==> src/hdl/ppp_pkg.sv <==
// shared constants, types and helpers of the polyline point projection unit
package ppp_pkg;

    localparam int MAX_SEGMENTS = 16;
    localparam int IDX_W        = (MAX_SEGMENTS > 1) ? $clog2(MAX_SEGMENTS) : 1;
    localparam int CNT_W        = $clog2(MAX_SEGMENTS + 1);
    localparam int DIV_STEPS    = 31;
    localparam int DIV_CNT_W    = $clog2(DIV_STEPS);

    localparam logic [1:0] ACT_CLEAR  = 2'd0;
    localparam logic [1:0] ACT_APPEND = 2'd1;
    localparam logic [1:0] ACT_QUERY  = 2'd2;
    localparam logic [1:0] ACT_NONE   = 2'd3;

    typedef struct packed {
        logic signed [31:0] start_x;
        logic signed [31:0] start_y;
        logic signed [31:0] end_x;
        logic signed [31:0] end_y;
        logic signed [31:0] start_arc;
        logic signed [31:0] end_arc;
    } t_seg;

    typedef enum logic [4:0] {
        S_IDLE, S_INIT0, S_INIT1, S_SEG, S_L0, S_L1, S_L2, S_L3, S_L4,
        S_DIV_GO, S_DIV, S_P0, S_P1, S_P2, S_P3, S_P4, S_P5, S_NEXT, S_DONE
    } t_state;

    // difference of two 32-bit values, sign extended to 34 bits
    function automatic logic signed [33:0] diff34(input logic signed [31:0] a,
                                                  input logic signed [31:0] b);
        diff34 = {{2{a[31]}}, a} - {{2{b[31]}}, b};
    endfunction

    // symmetric saturation to +-(2^31-1)
    function automatic logic signed [31:0] sat31(input logic signed [33:0] v);
        if (v > 34'sd2147483647) begin
            sat31 = 32'sd2147483647;
        end else if (v < -34'sd2147483647) begin
            sat31 = -32'sd2147483647;
        end else begin
            sat31 = v[31:0];
        end
    endfunction

endpackage

==> src/hdl/ppp_cell.sv <==
// one segment slot of the rotating segment chain
module ppp_cell (
    input  logic         i_clk,
    input  logic         i_load,
    input  logic         i_shift,
    input  ppp_pkg::t_seg i_load_seg,
    input  ppp_pkg::t_seg i_next_seg,
    output ppp_pkg::t_seg o_seg
);
    import ppp_pkg::*;

    t_seg r_seg;

    always_ff @(posedge i_clk) begin
        if (i_load) begin
            r_seg <= i_load_seg;
        end else if (i_shift) begin
            r_seg <= i_next_seg;
        end
    end

    assign o_seg = r_seg;

endmodule

==> config.mk <==
export PLATFORM = sky130hd
export DESIGN_NAME = ppp_cell
export DESIGN_NICKNAME = d
export VERILOG_FILES = /design/src/hdl/ppp_pkg.sv /design/src/hdl/ppp_cell.sv
export SDC_FILE = /design/constraint.sdc
export NUM_CORES = 1
export LEC_CHECK = 0
export BUFFER_PORTS_ARGS = -buffer_cell sky130_fd_sc_hd__buf_2
export CORE_AREA = 3 3 227 229
export CTS_CLUSTER_DIAMETER = 150
export CTS_CLUSTER_SIZE = 40
export DETAILED_ROUTE_END_ITERATION = 8
export DIE_AREA = 0 0 230 232
export SYNTH_ARGS = -nofsm -noshare
export SYNTH_HDL_FRONTEND = slang
export SYNTH_SLANG_ARGS = --single-unit
==> constraint.sdc <==
create_clock -name i_clk -period 6.9 [get_ports i_clk]
set_clock_uncertainty 0.05 [all_clocks]
set_input_delay 0.345 -clock i_clk [delete_from_list [all_inputs] [get_ports i_clk]]
set_output_delay 0.345 -clock i_clk [all_outputs]
set_load 0.005 [all_outputs]
* Yosys cells after proc, flatten, opt, wreduce, memory -nomap -nowiden
Index checks and enable logic that the tools add are counted.
** Storage, ports and cells
- Logic and storage cells :: 9
- Input bits :: 387
- Output and inout bits :: 192
- Register bits :: 192
** Operators by class
- Reduce and logical (&&, ||, !) cells :: 1
- Muxes and demuxes :: 2
** Operators by type and width (number)
- 192-bit two-way mux :: 2
- 2-bit nonzero test :: 1

* Depth between registers and ports, before layout
- Depth in word-level cells :: 2
- Mapped depth :: 3
- Mapped depth without buffers :: 1

* Worst setup path before layout
Ideal clock, no wire load.
- Path type :: input to register
- Start :: input port i_load
- End :: register r_seg (netlist bit o_seg[0]) (enable)
- Cell stages on the path :: 3
- Library setup time :: 0.472 ns
- Setup slack :: 3.371 ns
- Arrival time :: 3.007 ns
- Cells stage by stage :: buf_4 > buf_6 > or2_2
** Between the ends
- Longest elaborated chain between the ends :: 1
** Ends and longest elaborated chain
- from (decl) :: line ppp_cell.sv:4 : input logic i_load,
- 2-bit nonzero test (no line)
- to (signal assigned) :: line ppp_cell.sv:16 : r_seg <= i_load_seg;
- to (signal assigned) :: line ppp_cell.sv:18 : r_seg <= i_next_seg;
- to (decl) :: line ppp_cell.sv:12 : t_seg r_seg;
No other way between the ends.
A chain may end at the register's enable or synchronous reset.

* Final worst setup path
- Start :: input port i_load
- End :: register r_seg (netlist bit o_seg[98]) (enable)
Same word-level chain as after synthesis.

==> impl_metrics.prom <==
# TYPE chip_impl_metric gauge
chip_impl_metric{name="relative_slew_slack",unit="%"} 36.0
chip_impl_metric{name="cp_max_fo",unit=""} 61
chip_impl_info{name="timing.critical_path.slowest_stage_cell",value="buf_4"} 1
chip_impl_metric{name="clock_tree.buffer_depth",unit=""} 2
chip_impl_metric{name="mappedNetlistNets",unit=""} 793
chip_impl_metric{name="transition_time_of_the_tightest_slew_check_pin",unit="ns"} 0.961
chip_impl_metric{name="share_of_cells_above_drive_strength_1",unit="%"} 80.4
chip_impl_metric{name="final_critical_path_required_period",unit="ns"} 2.39
chip_impl_info{name="mostFrequentLayoutCell",value="buf_2"} 1
chip_impl_metric{name="ir_worst_vdd",unit="V"} 0.000129
chip_impl_metric{name="design.core.area",unit="sq um"} 49900
chip_impl_metric{name="post_synth_inst_count",unit=""} 406
chip_impl_metric{name="leakagePower",unit="nW"} 5.29
chip_impl_metric{name="routed_wire_length_per_instance",unit="microns"} 15.5
chip_impl_metric{name="cts_repair_resize_count",unit=""} 0
chip_impl_metric{name="holdBufCountCts",unit=""} 0
chip_impl_info{name="critPathTopFamily",value="buffers and inverters"} 1
chip_impl_metric{name="synth_top_area_share",unit="%"} 70.7
chip_impl_metric{name="track_usage",unit="%"} 9.37
chip_impl_metric{name="gr-total-overflow",unit=""} 0
chip_impl_metric{name="detail-route-antenna-nets",unit=""} 0
chip_impl_info{name="holdCritPathClass",value="primary input to flip-flop"} 1
chip_impl_metric{name="cp_slowest_stage_delay",unit="ns"} 0.71
chip_impl_info{name="synthDominantAreaCellType",value="edfxtp_1"} 1
chip_impl_metric{name="tritoncts_num_sinks",unit=""} 192
chip_impl_metric{name="first_global_vias",unit=""} 6136
chip_impl_metric{name="register_area",unit="sq um"} 5770
chip_impl_info{name="worstSetupEndpointType",value="flip-flop"} 1
chip_impl_metric{name="cp_data_required_time",unit="ns"} 6.95
chip_impl_metric{name="setup_viol",unit=""} 0
chip_impl_info{name="cts_tree",value="yes"} 1
chip_impl_metric{name="synth-simple-area-share",unit="%"} 0.0768
chip_impl_metric{name="post_synth_xor_area_fraction",unit="%"} 0
chip_impl_metric{name="dieHeight",unit="microns"} 232
chip_impl_metric{name="clk_pin_slew",unit="ns"} 0.08
chip_impl_info{name="crit_top_cell",value="buf_4"} 1
chip_impl_metric{name="antenna_found_initial",unit=""} 3
chip_impl_info{name="status",value="completed"} 1
chip_impl_metric{name="grt_pass1_wl",unit="microns"} 36500
chip_impl_metric{name="number_of_h_tree_branching_levels",unit=""} 4
chip_impl_info{name="cts_root_buf",value="clkbuf_16"} 1
chip_impl_metric{name="multiInputGateArea",unit="sq um"} 2170
chip_impl_metric{name="post-route-period-util",unit="%"} 34.7
chip_impl_metric{name="rows",unit=""} 82
chip_impl_metric{name="mean_instance_size_in_the_synthesized_netlist",unit="sq um"} 20.1
chip_impl_metric{name="cp.buffers_inverters",unit=""} 3
chip_impl_metric{name="final.fill_count",unit=""} 5279
chip_impl_info{name="layout.cells.most_common_list",value="buf_2 (577), mux2_2 (192), edfxtp_1 (192), clkbuf_16 (17), buf_4 (5)"} 1
chip_impl_metric{name="vias_per_cell",unit=""} 3.57
chip_impl_metric{name="route.vias.total",unit=""} 5966
chip_impl_metric{name="sequential_cell_area_fraction_in_the_yosys_report",unit="%"} 70.7
chip_impl_metric{name="num_antenna_cells",unit=""} 0
chip_impl_metric{name="maxSlewViolCount",unit=""} 0
chip_impl_metric{name="synth_compound_gate_area_share",unit="%"} 0
chip_impl_metric{name="cts-buffers-inserted",unit=""} 17
chip_impl_metric{name="pin_count",unit=""} 579
chip_impl_metric{name="place.gp.congestion",unit=""} 0.847
chip_impl_info{name="path_class",value="primary input to flip-flop"} 1
chip_impl_info{name="critical_path.cell_chain",value="clkbuf_8 -> or2_4 -> buf_4 -> buf_4"} 1
chip_impl_metric{name="max_clock_freq",unit="GHz"} 0.418
chip_impl_metric{name="finalSetupTns",unit="ns"} 0
chip_impl_metric{name="port-buffer-count",unit=""} 578
chip_impl_metric{name="final_hold_viol_count",unit=""} 0
chip_impl_metric{name="detailedRoute.firstIterationViolations",unit=""} 135
chip_impl_metric{name="max-cap-violations",unit=""} 0
chip_impl_metric{name="synth.yosys.warnings",unit=""} 0
chip_impl_metric{name="nets",unit=""} 1374
chip_impl_metric{name="pin_count_of_the_biggest_net_entering_global_routing",unit=""} 75
chip_impl_metric{name="synthToLayoutAreaGrowth",unit="%"} 50.9
chip_impl_metric{name="horizontal_die_dimension",unit="microns"} 230
chip_impl_info{name="largest_family_of_logic_cells_by_synthesized_area",value="multiplexers"} 1
chip_impl_info{name="startpoint_type",value="primary input"} 1
chip_impl_metric{name="die-area",unit="sq um"} 53400
chip_impl_metric{name="power_per_cell_area",unit="nW/um^2"} 235
chip_impl_metric{name="cts_setup_buffers",unit=""} 0
chip_impl_info{name="rsz0062_at_grt",value="false"} 1
chip_impl_metric{name="final_instance_area",unit="sq um"} 12300
chip_impl_metric{name="post-dp-hpwl",unit="microns"} 20800
chip_impl_metric{name="post_synth_mux_area_share",unit="%"} 26.5
chip_impl_metric{name="largest_reg_flops",unit=""} 192
chip_impl_metric{name="wirelength",unit="microns"} 25900
chip_impl_info{name="yosys-top-cells-area",value="edfxtp_1 (71%), mux2_2 (27%), buf_6 (2.3%), buf_4 (0.18%), buf_2 (0.12%)"} 1
chip_impl_metric{name="mappedNetlistArea",unit="sq um"} 8150
chip_impl_metric{name="start_util",unit="%"} 16.3
chip_impl_metric{name="signal_arrival_time_at_the_worst_endpoint",unit="ns"} 2.44
chip_impl_metric{name="detail_route.first_pass.iterations",unit=""} 4
chip_impl_metric{name="yosysUniqueCellTypes",unit=""} 6
chip_impl_metric{name="synth_adder_area_share",unit="%"} 0
chip_impl_metric{name="placed_instance_area",unit="sq um"} 11700
chip_impl_metric{name="post-route-drc-count",unit=""} 0
chip_impl_metric{name="synth-seq-cells",unit=""} 192
[per-layer routing]
metal,share of wire (%),wire (microns),vias up,track usage [%]
met5,0,0,-,0
met4,2.6,670,0,3.96
met3,11,2870,38,4.60
met2,48,12600,375,15.5
met1,38,9830,2784,10.2
li1,-,-,2769,-
[final timing paths]
path / depth (start not counted) / to / from
worst max-delay path: 4 / o_seg[98]$_DFFE_PP_ / i_load
worst min-delay path: 2 / o_seg[154]$_DFFE_PP_ / i_next_seg[154]
[power by group]
part	leakage, nW	switching (mW)	total (mW)	internal (mW)
registers	1.96	0.0335	1.47	1.43
logic	3.06	0.187	0.425	0.237
clock network	0.279	0.468	1.01	0.537
total	5.29	0.689	2.90	2.21
[cell usage after synthesis]
cell type,instances
buf_6,17
mux2_2,192
or2_2,1
buf_4,2
edfxtp_1,192
buf_2,2
[cell families (layout without fill, tap and decap cells)]
| kind of cell | after synthesis | in the layout |
|---|---|---|
| mux | 192 | 192 |
| flops | 192 | 192 |
| buf+inv | 21 | 615 |
| simple gates | 1 | 1 |
[final cells by class]
type                            count  area share [%]
Sequential cell                   192            46.9
Timing Repair Buffer              583            23.9
Multi-Input combinational cell    193            17.7
Tap cell                          672            6.84
Clock buffer                       17            3.46
Clock inverter                     15            1.27
[stage by stage]
stage	setup slack, ns	utilization, %	total power, mW	hold WS [ns]	std cells
CTS	4.55	24.7	2.96	0.0622	1672
global placement	4.07	23.5	1.92	0.597	1640
finish	4.51	24.7	2.90	0.115	1672
detailed placement	3.99	23.5	1.93	0.599	1640
global route	4.39	24.7	3.04	0.0693	1672
floorplan	3.37	-	1.65	0.515	406
Power figures use the tool's default switching activity.
