--- src/hdl/ppp_pkg.sv ---
// shared constants, types and helpers of the polyline point projection unit
package ppp_pkg;

    localparam int MAX_SEGMENTS = 16;
    localparam int IDX_W        = (MAX_SEGMENTS > 1) ? $clog2(MAX_SEGMENTS) : 1;
    localparam int CNT_W        = $clog2(MAX_SEGMENTS + 1);
    localparam int DIV_STEPS    = 31;
    localparam int DIV_CNT_W    = $clog2(DIV_STEPS);

    localparam logic [1:0] ACT_CLEAR  = 2'd0;
    localparam logic [1:0] ACT_APPEND = 2'd1;
    localparam logic [1:0] ACT_QUERY  = 2'd2;
    localparam logic [1:0] ACT_NONE   = 2'd3;

    typedef struct packed {
        logic signed [31:0] start_x;
        logic signed [31:0] start_y;
        logic signed [31:0] end_x;
        logic signed [31:0] end_y;
        logic signed [31:0] start_arc;
        logic signed [31:0] end_arc;
    } t_seg;

    typedef enum logic [4:0] {
        S_IDLE, S_INIT0, S_INIT1, S_SEG, S_L0, S_L1, S_L2, S_L3, S_L4,
        S_DIV_GO, S_DIV, S_P0, S_P1, S_P2, S_P3, S_P4, S_P5, S_NEXT, S_DONE
    } t_state;

    // difference of two 32-bit values, sign extended to 34 bits
    function automatic logic signed [33:0] diff34(input logic signed [31:0] a,
                                                  input logic signed [31:0] b);
        diff34 = {{2{a[31]}}, a} - {{2{b[31]}}, b};
    endfunction

    // symmetric saturation to +-(2^31-1)
    function automatic logic signed [31:0] sat31(input logic signed [33:0] v);
        if (v > 34'sd2147483647) begin
            sat31 = 32'sd2147483647;
        end else if (v < -34'sd2147483647) begin
            sat31 = -32'sd2147483647;
        end else begin
            sat31 = v[31:0];
        end
    endfunction

endpackage

--- src/hdl/ppp_div.sv ---
// restoring divider giving floor(num * 2^30 / den) for num <= den
module ppp_div (
    input  logic        i_clk,
    input  logic        i_rst_n,
    input  logic        i_start,
    input  logic [63:0] i_num,
    input  logic [63:0] i_den,
    output logic        o_done,
    output logic [30:0] o_quo
);
    import ppp_pkg::*;

    logic                 r_busy;
    logic [DIV_CNT_W-1:0] r_cnt;
    logic [63:0]          r_rem;
    logic [30:0]          r_quo;
    logic [63:0]          w_rs;
    logic                 w_ge;

    // first step compares without the shift
    assign w_rs = (r_cnt == '0) ? r_rem : {r_rem[62:0], 1'b0};
    assign w_ge = (w_rs >= i_den);

    always_ff @(posedge i_clk) begin
        if (!i_rst_n) begin
            r_busy <= 1'b0;
            r_cnt  <= '0;
        end else if (i_start) begin
            r_busy <= 1'b1;
            r_cnt  <= '0;
        end else if (r_busy) begin
            r_cnt <= r_cnt + 1'b1;
            if (r_cnt == DIV_CNT_W'(DIV_STEPS - 1)) begin
                r_busy <= 1'b0;
            end
        end
    end

    always_ff @(posedge i_clk) begin
        if (i_start) begin
            r_rem <= i_num;
            r_quo <= '0;
        end else if (r_busy) begin
            r_rem <= w_ge ? (w_rs - i_den) : w_rs;
            r_quo <= {r_quo[29:0], w_ge};
        end
    end

    assign o_done = r_busy && (r_cnt == DIV_CNT_W'(DIV_STEPS - 1));
    assign o_quo  = {r_quo[29:0], w_ge};

endmodule

--- config.mk ---
export PLATFORM = sky130hd
export DESIGN_NAME = ppp_div
export DESIGN_NICKNAME = d
export VERILOG_FILES = /design/src/hdl/ppp_pkg.sv /design/src/hdl/ppp_div.sv
export SDC_FILE = /design/constraint.sdc
export NUM_CORES = 1
export LEC_CHECK = 0
export ABC_AREA = 0
export BUFFER_PORTS_ARGS = -buffer_cell sky130_fd_sc_hd__clkbuf_2
export CAP_MARGIN = 20
export CORE_MARGIN = 1
export CORE_UTILIZATION = 59
export CTS_CLUSTER_SIZE = 12
export DETAILED_ROUTE_END_ITERATION = 10
export MAX_ROUTING_LAYER = met4
export PLACE_DENSITY = 0.92
export SLEW_MARGIN = 40
export SYNTH_ARGS = -nofsm -noshare
export SYNTH_HDL_FRONTEND = slang
export SYNTH_SLANG_ARGS = --single-unit
--- constraint.sdc ---
create_clock -name i_clk -period 7 [get_ports i_clk]
set_input_delay 1.05 -clock i_clk [delete_from_list [all_inputs] [get_ports i_clk]]
set_output_delay 1.05 -clock i_clk [all_outputs]
set_load 0.01 [all_outputs]
; After elaboration in Yosys (flattened, before gate mapping)
; Cells that the tools add are included.
[totals]
register_bits = 100
input_bits = 131
out_inout_bits = 32
[classes]
n_addsub = 2
order_cmp = 1
n_eq_ne = 1
mux = 7
n_bitwise = 1
n_reduce_logical = 4
[ops]
columns = op, n
row1 = $mux W64, 4
row2 = $ge A64 B64 Y1, 1
row3 = $sub A64 B64 Y64, 1
row4 = $add A5 B1 Y5 const B, 1
row5 = $eq A5 B5 Y1 const B, 1
row6 = $logic_not A5 Y1, 1
row7 = $mux W1, 3
row8 = $reduce_bool A2 Y1, 1
row9 = $reduce_or A2 Y1, 1
row10 = $logic_and A1 B1 Y1, 1
row11 = $not A1 Y1, 1

; Logic depth before layout (Yosys ltp)
; Gate-level depths: netlist (run 1).
[logic_depth]
depth_word = 6
mapped_depth = 21
mapped_depth_nobuf = 17

; Least setup slack after synthesis (run 1)
; No wires, ideal clock.
[synth_timing]
path_kind = register to output
start = register r_cnt[0]
end = output port o_quo[0]
arrival_time_ps = 4155
required_time_ps = 5950
slack_ps = 1795
path_stages_with_launch = 21
path_buffers = 7
path_cell_list = dfxtp_1 inv_1 ha_1 nor4b_1 clkbuf_1 clkbuf_1 mux2_2 ha_1 buf_6 a21oi_4 o21ai_2 a21o_1 a221o_1 a21o_1 o31a_1 buf_6 nand2_8 inv_2 buf_6 buf_2 buf_4
[synth_via]
elab_chain_len = 3
[synth_lines]
columns = item, line
row1 = from (decl), ppp_div.sv:14  ; logic [DIV_CNT_W-1:0] r_cnt;
row2 = from (signal assigned), ppp_div.sv:32  ; r_cnt <= r_cnt + 1'b1;
row3 = $logic_not A5 Y1, ppp_div.sv:21  ; assign w_rs = (r_cnt == '0) ? r_rem : {r_rem[62:0], 1'b0};
row4 = $mux W64, ppp_div.sv:21
row5 = $ge A64 B64 Y1, ppp_div.sv:22  ; assign w_ge = (w_rs >= i_den);
row6 = to (decl), ppp_div.sv:9  ; output logic [30:0] o_quo
; No other way between the ends.

; Worst setup path in the final report (run 1)
; Same ends and word-level chain as after synthesis.

==> run summary, run 1 <==
Switching power - 1.45 mW
Pint - 1.69 mW
DRC errors left - 0
Final hold vios - 0
Clock power share - 0.172
Layout cells sized above 1 - 0.210
Die Y - 133 µm
Max Root-Sink Buffers - 2
Initial Utilization - 0.606
CTS Buf Count - 9
I/O Buffers - 162
Initial drt markers - 1,048
Asr flop ratio synth - 0
Maxcap violations - 0
DP Worst Slack - 1.65 ns
Ys flop type - edfxtp_1
Clock Skew - 0.00790 ns
CP arrival - 4.73 ns
HP Class - reg -> reg
Vias in the first global route - 9,432
Post-CTS setup buffer count - 0
VDD IR max - 0.000151 V
Quantity of gates resized following cts - 0
R2R Path End - r_rem[53]
ANT nets after route - 0
CTS root buf - clkbuf_16
CP Cell Sequence - inv_1, ha_1, nor4b_2, buf_12, mux2_2, fa_1, a21o_1, a221oi_2, a21oi_1, o21ai_1, a21bo_2, nand4b_4, nand2_8, inv_2, clkbuf_2
# hold bufs at CTS - 0
Register area share after synthesis - 0.263
GPL Wtd Cong - 0.972
Net Count, Synth - 1,436
Yosys reg bits - 100
Vias - 9,898
Cell depth of the worst hold path - 2
Rows - 47
Area delta synth->final - 10.5%
Switching share of power - 0.461
EDFF count, synth - 64
# nets final - 1,530
CP max-delay cell - fa_1
Clock Latency Late Sink - 0.38 ns
Core area - 16,600 µm²
CP required - 5.95 ns
Synth warn - 0
Power, Total - 3.14 mW
Worst reg2reg path depth - 15
Run status - finished clean
Cells after Synth - 1,237
CP max FO - 64
Die Wd - 133 µm
Leakage - 5.00 nW
Io pins - 163
CTS tree - done
Least-Margin Pin Slew - 0.766 ns
Syn Area/Cell - 8.13 µm²
Pwr dens - 283 nW/µm²
Max Fclk - 0.173 GHz
Placed cells - 1,540
Final Util - 0.670
Final HPWL DP - 20,900 µm
Combinational power share - 0.573
Clock-pin slew on the worst setup and hold paths - 0.08 ns
Total gr overflow - 0
Routed WL - 28,600 µm
Setup TNS - 0 ns
Post-Syn Area - 10,100 µm²
Pin count of the biggest net entering global routing - 86
Non-filler cells, final - 1,556
Slew Viols, Final - 0
Hold endpoint - r_quo[29]
Number of H-tree levels - 3
FF-to-FF Start - r_cnt[0]
Overall routing resource usage - 0.336
N_diodes - 0
Final period demand of the worst path - 5.78 ns
Critical path endpoint category - primary output
TritonRoute pass-1 iters - 5
Hold_sp - r_quo[29]
Crit path launch type - flip-flop
CTS Sinks - 100
Initial antenna violation count - 0
First-pass GRT wire length - 46,500 µm
R2R setup slack - 1.37 ns
Vias/cell - 6.36
Avg WL per Cell - 18.4 µm
Fin worst setup slack - 1.22 ns
Unrepaired setup endpoints after global routing - false
Tcrit/Tclk final - 0.826
Die area - 17,600 µm²
Reg power frac - 0.254
Largest stage delay on the critical path - 0.44 ns
Normalized max-slew margin - 0.489
Library cells used by synthesis - 85
Final setup viols - 0
CP Class - reg -> out
## worst max-delay path: cells and delay by family, from the launching register on
kind / cells / cell delay (ns)
compound gates: 5 / 1.36
buf+inv: 4 / 0.64
mux: 1 / 0.43
fa+ha+maj: 2 / 0.58
flops: 1 / 0.35
simple gates: 3 / 0.92
## synthesized netlist by cell type, types with 6 or more instances
cell	instances	area share
a211oi_1	7	0.0052
a21o_1	43	0.032
a21oi_1	107	0.053
a2bb2oi_1	15	0.013
a31oi_1	31	0.019
buf_2	24	0.012
buf_6	8	0.0090
clkbuf_1	44	0.016
dfxtp_1	36	0.072
edfxtp_1	64	0.19
ha_1	67	0.083
inv_1	95	0.035
mux2_2	65	0.073
mux2i_1	36	0.036
nand2_1	136	0.051
nand3_1	9	0.0045
nand3b_1	9	0.0067
nand4_1	38	0.024
nor2_1	121	0.045
nor2b_1	6	0.0037
nor3_1	23	0.011
nor4_1	7	0.0044
o21a_1	8	0.0060
o21ai_0	52	0.026
o21ai_1	7	0.0035
o21bai_1	15	0.011
o2bb2ai_1	8	0.0070
o31ai_1	6	0.0045
xnor2_1	23	0.020
xor2_1	21	0.018
## layout by cell type (no fill, tap or decap), types with 4 or more instances in the layout
cell type,netlist,layout
nor2_1,121,121
ha_1,67,67
o221ai_1,4,4
o31ai_1,6,6
and3_1,4,4
nand4_1,38,38
xor2_1,21,21
o21ai_1,7,7
mux2i_1,36,36
o211a_1,4,4
inv_1,95,94
mux2_2,65,65
o2bb2ai_1,8,8
a21o_1,43,43
o21bai_1,15,15
a211oi_1,7,7
nand2_1,136,135
and2_1,4,4
a2bb2oi_1,15,15
nand3b_1,9,9
clkbuf_16,0,9
o2111a_1,4,4
nor3_1,23,23
o211ai_1,4,4
edfxtp_1,64,64
nor4_1,7,7
a31oi_1,31,31
nand2b_1,4,4
o21a_1,8,8
nand3_1,9,9
xnor2_1,23,23
dfxtp_1,36,35
clkbuf_2,0,161
a21oi_1,107,107
o21ai_0,52,52
nor2b_1,6,6
## through the flow
step / hold WS, ns / instance area (µm²)
2_1_floorplan: 0.501 / 10100
3_3_place_gp: 0.473 / 10800
3_5_place_dp: 0.497 / 10800
4_1_cts: 0.518 / 11100
5_1_grt: 0.537 / 11100
6_report: 0.518 / 11100
## state kept, by name (all words and copies together) (netlist names)
register	flops
r_quo	30
r_cnt	5
r_rem	64
r_busy	1
## logic make-up (layout without fill, tap and decap cells)
logic type      count (synthesis)  after routing  share of synthesized area
simple gates                  385            385                      0.185
compound gates                359            359                      0.242
buf+inv                       180            279                     0.0777
mux                           101            101                      0.109
flops                         100            100                      0.263
fa+ha+maj                      68             68                     0.0854
xor+xnor                       44             44                     0.0383
## how the worst max path moves through the flow
stage              from         to  slack, ns  depth (start not counted)
6_report       r_cnt[0]   o_quo[0]       1.22                         15
5_1_grt        r_cnt[0]   o_quo[0]       1.04                         15
4_1_cts        r_cnt[0]   o_quo[0]       1.29                         15
3_5_place_dp   r_cnt[0]  r_rem[20]       1.65                         17
3_3_place_gp   r_cnt[0]  r_rem[20]       1.80                         17
2_1_floorplan  r_cnt[0]   o_quo[0]       1.80                         20
## power groups by stage
stage	clock (mW)	combinational, mW	sequential, mW
6_report	0.541	1.80	0.798
3_5_place_dp	0	1.73	0.809
2_1_floorplan	0	1.41	0.783
3_3_place_gp	0	1.70	0.804
4_1_cts	0.544	1.75	0.796
5_1_grt	0.560	1.96	0.808
## routing by layer
metal | up-vias | part of all wire | wire, µm | GRT usage
met5 | - | 0 | 0 | -
met4 | 0 | 0.027 | 776 | 0.132
met3 | 72 | 0.077 | 2220 | 0.0609
met2 | 487 | 0.46 | 13100 | 0.528
met1 | 4653 | 0.44 | 12500 | 0.428
li1 | 4686 | - | - | -
## cell type report
| class | count | area (µm²) |
|---|---|---|
| multi-input cells | 957 | 6640 |
| fillers | 1388 | 5480 |
| flip-flops and latches | 100 | 2650 |
| repair buffers | 167 | 868 |
| inverters | 96 | 363 |
| well taps | 220 | 275 |
| clock buffers | 9 | 225 |
| clock inverters | 7 | 88.8 |
No activity file was read; power rests on OpenSTA's default activity.
==> run 2, diff against run 1 <==
--- a/config.mk
+++ b/config.mk
@@ -5,15 +5,15 @@
 export SDC_FILE = /design/constraint.sdc
 export NUM_CORES = 1
 export LEC_CHECK = 0
-export ABC_AREA = 0
+export ABC_AREA = 1
 export BUFFER_PORTS_ARGS = -buffer_cell sky130_fd_sc_hd__clkbuf_2
 export CAP_MARGIN = 20
 export CORE_MARGIN = 1
-export CORE_UTILIZATION = 59
+export CORE_UTILIZATION = 54
 export CTS_CLUSTER_SIZE = 12
 export DETAILED_ROUTE_END_ITERATION = 10
 export MAX_ROUTING_LAYER = met4
-export PLACE_DENSITY = 0.92
+export PLACE_DENSITY = 0.87
 export SLEW_MARGIN = 40
 export SYNTH_ARGS = -nofsm -noshare
 export SYNTH_HDL_FRONTEND = slang
==> constraint.sdc (replaced) <==
create_clock -name i_clk -period 4.7 [get_ports i_clk]
set_input_delay 0.705 -clock i_clk [delete_from_list [all_inputs] [get_ports i_clk]]
set_output_delay 0.705 -clock i_clk [all_outputs]
set_load 0.01 [all_outputs]
==> run 2 against run 1 <==
Compared with the run above:
- the flow now finishes with violations (DRC)
- die area grew 31%
- clock skew grew 0.0083 ns
- via count grew 33%
- area after synthesis grew 21%
- combinational power grew 71%
- power grew 62%
- cell area grew 21%
- critical path depth grew 1
- global-route usage grew 2.7 points
- first-iteration DRC count grew 0.86%
- critical path type unchanged
- largest cell class unchanged
- largest power group unchanged
==> run summary, run 2 <==
HP Class - reg -> reg (unchanged)
CP required - 3.99 ns (was 5.95 ns)
CTS Sinks - 100 (unchanged)
Failing checks - DRC
Die area - 23,100 µm² (was 17,600 µm²)
Power, Total - 5.07 mW (was 3.14 mW)
First-pass GRT wire length - 64,200 µm (was 46,500 µm)
Cells after Synth - 2,159 (was 1,237)
Reg with most FFs - r_rem (unchanged)
Vias/cell - 5.11 (was 6.36)
Register area - 2640 µm² (was 2650 µm²)
Post-CTS setup buffer count - 0 (unchanged)
Pin count of the biggest net entering global routing - 72 (was 86)
Clock-pin slew on the worst setup and hold paths - 0.09 ns (was 0.08 ns)
# hold bufs at CTS - 0 (unchanged)
Final HPWL DP - 32,800 µm (was 20,900 µm)
Max Fclk - 0.224 GHz
Overall routing resource usage - 0.363 (was 0.336)
ANT nets after route - 0 (unchanged)
Avg WL per Cell - 15.7 µm (was 18.4 µm)
CTS tree - done (unchanged)
Largest register FFs - 64 (unchanged)
Normalized max-slew margin - 0.531 (was 0.489)
Commonest cells in the netlist - nand2_1 (867), inv_1 (523), nand3_1 (112) (was nand2_1 (136), nor2_1 (121), a21oi_1 (107))
CP Class - reg -> out (unchanged)
Post-Syn Area - 12,100 µm² (was 10,100 µm²)
Final period demand of the worst path - 4.47 ns
Worst reg2reg path depth - 21 (was 15)
Initial antenna violation count - 0 (unchanged)
Library cells used by synthesis - 37 (was 85)
Critical path endpoint category - primary output (unchanged)
Maxcap violations - 0 (unchanged)
Vias in the first global route - 12.6k (was 9,432)
Hold_sp - r_quo[6] (was r_quo[29])
Asr flop ratio synth - 0 (unchanged)
EDFF count, synth - 64 (unchanged)
I/O Buffers - 162 (unchanged)
Routed WL - 40,200 µm (was 28,600 µm)
Setup TNS - 0 ns (unchanged)
Syn Area/Cell - 5.62 µm² (was 8.13 µm²)
Io pins - 163 (unchanged)
Rows - 54 (was 47)
Vias - 13.1k (was 9,898)
Least-Margin Pin Slew - 0.704 ns (was 0.766 ns)
Synth top area cells - nand2_1 (27%), inv_1 (16%), edfxtp_1 (16%) (was edfxtp_1 (19%), ha_1 (8.3%), mux2_2 (7.3%))
Cell depth of the worst hold path - 2 (unchanged)
Run status - finished with violations (was finished clean)
Quantity of gates resized following cts - 0 (unchanged)
Multi-input gate area - 7170 µm² (was 6640 µm²)
Leakage - 8.16 nW (was 5.00 nW)
# nets final - 2,485 (was 1,530)
Slew Viols, Final - 0 (unchanged)
Tcrit/Tclk final - 0.951
Die Wd - 152 µm (was 133 µm)
R2R setup slack - 0.57 ns (was 1.37 ns)
GPL Wtd Cong - 1.00 (was 0.972)
Die Y - 152 µm (was 133 µm)
TritonRoute pass-1 iters - 9 (was 5)
CTS Buf Count - 9 (unchanged)
Yosys top cell area share - 0.268 (was 0.191)
Largest registers - r_rem x64, r_quo x30, r_cnt x5 (unchanged)
Clock Latency Late Sink - 0.38 ns (about the same)
FF-to-FF Start - r_cnt[1] (was r_cnt[0])
Leading area contributor after synthesis - nand2_1 (was edfxtp_1)
DRC errors left - 8 (was 0)
Net Count, Synth - 2,358 (was 1,436)
CP max FO - 45 (was 64)
Final hold vios - 0 (unchanged)
N_diodes - 0 (unchanged)
Number of H-tree levels - 3 (unchanged)
Crit path launch type - flip-flop (unchanged)
Commonest non-fill, non-tap cell in the layout - nand2_1 (was clkbuf_2)
R2R Path End - r_rem[63] (was r_rem[53])
Max Root-Sink Buffers - 2 (unchanged)
Pwr dens - 378 nW/µm² (was 283 nW/µm²)
Count leader, synth - nand2_1 (unchanged)
VDD IR max - 0.000207 V (was 0.000151 V)
CP arrival - 3.77 ns (was 4.73 ns)
Initial drt markers - 1,057 (was 1,048)
Unrepaired setup endpoints after global routing - false (unchanged)
Commonest cells after routing, fill and taps aside - nand2_1 (866), inv_1 (521), clkbuf_2 (162) (was clkbuf_2 (161), nand2_1 (135), nor2_1 (121))
Core area - 22,000 µm² (was 16,600 µm²)
CTS root buf - clkbuf_16 (unchanged)
Initial Utilization - 0.553 (was 0.606)
Layout cells sized above 1 - 0.112 (was 0.210)
Fillers - 2,211 (was 1,388)
Final setup viols - 0 (unchanged)
Ys flop type - edfxtp_1 (unchanged)
Yosys reg bits - 100 (unchanged)
Clock Skew - 0.0162 ns (was 0.00790 ns)
Synth warn - 0 (unchanged)
Hold endpoint - r_quo[6] (was r_quo[29])
Register area share after synthesis - 0.218 (was 0.263)
Area delta synth->final - 10.5% (about the same)
Total gr overflow - 0 (unchanged)
## run 2: power by group
group | internal [mW] | switching, mW | total [mW]
Sequential | 1.10 | 0.0620 | 1.16
Clock | 0.389 | 0.442 | 0.831
Combinational | 1.02 | 2.06 | 3.08
Total | 2.51 | 2.57 | 5.07
## run 2: layout make-up
cell class              instances  area share
clock buffers                   9      0.0168
clock inverters                 7     0.00699
flip-flops and latches        100       0.197
multi-input cells            1468       0.534
inverters                     535       0.150
repair buffers                172      0.0693
well taps                     280      0.0261
## run 2: worst max-delay path by stage
stage / from / to / slack, ns / cells past startpoint
global placement: r_cnt[0] / o_quo[0] / 0.62 / 16
detailed placement: r_cnt[0] / r_rem[34] / 0.49 / 19
finish: r_cnt[1] / o_quo[0] / 0.23 / 16
floorplan: r_cnt[0] / o_quo[0] / 1.10 / 23
global route: r_cnt[1] / o_quo[0] / 0.06 / 16
CTS: r_cnt[0] / o_quo[0] / 0.13 / 16
## run 2: per-layer routing
metal	global-route usage	vias up	part of all wire
li1	-	6750	-
met1	0.517	5867	0.49
met2	0.552	481	0.42
met3	0.0414	36	0.076
met4	0.0768	0	0.014
met5	-	-	0
## run 2: critical path, cell delays in order (launching register included)
cell and delay, ns:
dfxtp_1 0.35, inv_1 0.11, ha_1 0.15, nand4_1 0.29, buf_6 0.31, o21ai_0 0.35
ha_1 0.37, nand2_1 0.09, nand2_1 0.16, nand2_1 0.15, nand2_1 0.10, o21bai_1 0.19
inv_1 0.07, nand2_1 0.10, a21oi_4 0.21, nand2_4 0.18, clkbuf_2 0.18
## run 2: cell families (layout without fill, tap and decap cells)
kind of cell,count (synthesis),count (layout),share of synthesized area
compound gates,157,157,0.0693
flops,100,100,0.218
fa+ha+maj,68,68,0.0707
simple gates,1213,1213,0.427
xor+xnor,30,30,0.0216
buf+inv,591,723,0.194
## run 2: metrics by stage
stage                     area [µm²]  setup WS, ns  hold WS (ns)  utilization  instances
after floorplan                12100          1.10         0.481            -       2159
after global placement         13100         0.620         0.455        0.596       2555
after detailed placement       13100         0.491         0.467        0.596       2555
after CTS                      13400         0.125         0.488        0.610       2571
after global routing           13400        0.0593         0.520        0.611       2571
final                          13400         0.229         0.495        0.611       2571
==> run 3, diff against run 2 <==
--- a/config.mk
+++ b/config.mk
@@ -14,7 +14,7 @@
 export DETAILED_ROUTE_END_ITERATION = 10
 export MAX_ROUTING_LAYER = met4
 export PLACE_DENSITY = 0.87
-export SLEW_MARGIN = 40
+export SLEW_MARGIN = 5
 export SYNTH_ARGS = -nofsm -noshare
 export SYNTH_HDL_FRONTEND = slang
 export SYNTH_SLANG_ARGS = --single-unit
==> constraint.sdc (replaced) <==
create_clock -name i_clk -period 4.7 [get_ports i_clk]
set_input_delay 1.175 -clock i_clk [delete_from_list [all_inputs] [get_ports i_clk]]
set_output_delay 1.175 -clock i_clk [all_outputs]
set_load 0.01 [all_outputs]
==> run 3 against run 2 <==
Compared with the run above:
- the run still ends with DRC left
- register-to-register slack worse by 0.08 ns
- power up 0.14%
- utilization up 0.50 points
- maximum frequency down 2.3%
- critical path depth up 2
- first-iteration DRC count up 23%
- hold slack worse by 0.011 ns
- clock skew down 0.00081 ns
- via count up 1.7%
- clock power down 0.6%
- die area unchanged
- global-route usage up 0.35 points
==> run summary, run 3 (synthesis results as in run 2) <==
Run status - finished with violations (unchanged)
Failing checks - DRC (unchanged)
Commonest cells after routing, fill and taps aside - nand2_1 (864), inv_1 (520), clkbuf_2 (162) (was nand2_1 (866), inv_1 (521), clkbuf_2 (162))
Core area - 22,000 µm² (unchanged)
Hold endpoint - r_quo[29] (was r_quo[6])
CP required - 3.52 ns (was 3.99 ns)
Rows - 54 (unchanged)
Slew Viols, Final - 0 (unchanged)
CP max FO - 14 (was 45)
Initial Utilization - 0.553 (unchanged)
R2R setup slack - 0.49 ns (was 0.57 ns)
DP Worst Slack - 0.450 ns (was 0.491 ns)
N_diodes - 0 (unchanged)
Post-route cell area - 13,500 µm² (was 13,400 µm²)
Die Wd - 152 µm (unchanged)
VDD IR max - 0.000218 V (was 0.000207 V)
Maxcap violations - 0 (unchanged)
Layout cells sized above 1 - 0.118 (was 0.112)
Initial antenna violation count - 0 (unchanged)
FF-to-FF Start - r_cnt[1] (unchanged)
I/O Buffers - 162 (unchanged)
Total gr overflow - 0 (unchanged)
Area delta synth->final - 11.4% (was 10.5%)
CTS Buf Count - 9 (unchanged)
Crit path launch type - flip-flop (unchanged)
HP Class - reg -> reg (unchanged)
Commonest non-fill, non-tap cell in the layout - nand2_1 (unchanged)
Vias/cell - 5.18 (was 5.11)
Setup TNS - 0 ns (unchanged)
CTS root buf - clkbuf_16 (unchanged)
CTS tree - done (unchanged)
ANT nets after route - 0 (unchanged)
Fillers - 2,166 (was 2,211)
Die area - 23,100 µm² (unchanged)
Cell depth of the worst hold path - 2 (unchanged)
Final HPWL DP - 32,700 µm (was 32,800 µm)
Routed WL - 42,000 µm (was 40,200 µm)
Pwr dens - 375 nW/µm² (was 378 nW/µm²)
DRC errors left - 8 (unchanged)
Clock Latency Late Sink - 0.38 ns (about the same)
Vias - 13.4k (was 13.1k)
Largest registers - r_rem x64, r_quo x30, r_cnt x5 (unchanged)
Final period demand of the worst path - 4.58 ns (was 4.47 ns)
TritonRoute pass-1 iters - 9 (unchanged)
Initial drt markers - 1,300 (was 1,057)
Clock-pin slew on the worst setup and hold paths - 0.09 ns (about the same)
Power, Total - 5.08 mW (was 5.07 mW)
Worst reg2reg path depth - 23 (was 21)
Die Y - 152 µm (unchanged)
Normalized max-slew margin - 0.350 (was 0.531)
Leakage - 8.22 nW (was 8.16 nW)
Final hold vios - 0 (unchanged)
CP Class - reg -> out (unchanged)
# hold bufs at CTS - 0 (unchanged)
GPL Wtd Cong - 1.01 (was 1.00)
Avg WL per Cell - 16.3 µm (was 15.7 µm)
Pin count of the biggest net entering global routing - 67 (was 72)
Tcrit/Tclk final - 0.974 (was 0.951)
CTS Sinks - 100 (unchanged)
R2R Path End - r_rem[3] (was r_rem[63])
Max Fclk - 0.218 GHz (was 0.224 GHz)
Final Util - 0.616 (was 0.611)
Overall routing resource usage - 0.367 (was 0.363)
Fin worst setup slack - 0.123 ns (was 0.229 ns)
Final setup viols - 0 (unchanged)
Largest register FFs - 64 (unchanged)
Post-place instance area - 13,100 µm² (about the same)
Number of H-tree levels - 3 (unchanged)
# nets final - 2,493 (was 2,485)
Vias in the first global route - 12.4k (was 12.6k)
Least-Margin Pin Slew - 0.974 ns (was 0.704 ns)
Max Root-Sink Buffers - 2 (unchanged)
CP arrival - 3.40 ns (was 3.77 ns)
Clock Skew - 0.0154 ns (was 0.0162 ns)
First-pass GRT wire length - 64,600 µm (was 64,200 µm)
Io pins - 163 (unchanged)
Critical path endpoint category - primary output (unchanged)
Reg with most FFs - r_rem (unchanged)
Hold_sp - r_quo[29] (was r_quo[6])
-- run 3: power breakdown --
group          internal [mW]  switching (mW)
logic                   1.02            2.07
registers               1.10          0.0643
clock network          0.388           0.438
-- run 3: what timing repair did --
| action | in CTS | in global routing |
|---|---|---|
| gates resized for setup | 0 | 16 |
| buffers inserted | 0 | 5 |
| endpoints found under the setup margin | 0 | 1 |
-- run 3: layout make-up --
type | instances | area, µm² | area share
clock buffer | 9 | 225 | 0.0166
multi-input combinational | 1468 | 7180 | 0.530
timing repair inverter | 1 | 7.51 | 0.000555
timing repair buffer | 179 | 1030 | 0.0759
inverter | 535 | 2010 | 0.149
clock inverter | 7 | 88.8 | 0.00656
tap | 280 | 350 | 0.0259
sequential | 100 | 2650 | 0.195
-- run 3: through the flow --
step | hold WS (ns) | cells
finish | 0.484 | 2579
detailed placement | 0.467 | 2554
floorplan | 0.481 | 2159
CTS | 0.489 | 2570
global route | 0.512 | 2579
global placement | 0.458 | 2554
-- run 3: worst max-delay path by stage --
stage	slack [ns]	end	start
final	0.12	o_quo[0]	r_cnt[1]
after global routing	-0.02	o_quo[0]	r_cnt[1]
after floorplan	0.63	o_quo[0]	r_cnt[0]
after detailed placement	0.45	r_rem[34]	r_cnt[1]
after global placement	0.54	o_quo[0]	r_cnt[0]
after CTS	0.04	o_quo[0]	r_cnt[1]
-- run 3: critical path, cell delays in order (launching register included) --
cell and delay (ns):
dfxtp_2 0.37, inv_1 0.09, ha_1 0.19, nand4_1 0.09, buf_6 0.22, buf_12 0.19
clkinvlp_4 0.14, nand2_1 0.08, o21ai_1 0.10, ha_1 0.39, nand2_2 0.12, nor2_2 0.16
nand2_1 0.11, nor2_2 0.15, nand4_1 0.15, nand3_2 0.12, nand2_2 0.06, nand2_2 0.11
clkbuf_2 0.17
-- run 3: metal layers --
| metal | GRT usage | vias up | part of all wire |
|---|---|---|---|
| met3 | 0.0716 | 44 | 0.092 |
| met4 | 0.0632 | 0 | 0.016 |
| met5 | - | - | 0 |
| met2 | 0.551 | 555 | 0.42 |
| met1 | 0.513 | 5978 | 0.48 |
| li1 | - | 6774 | - |
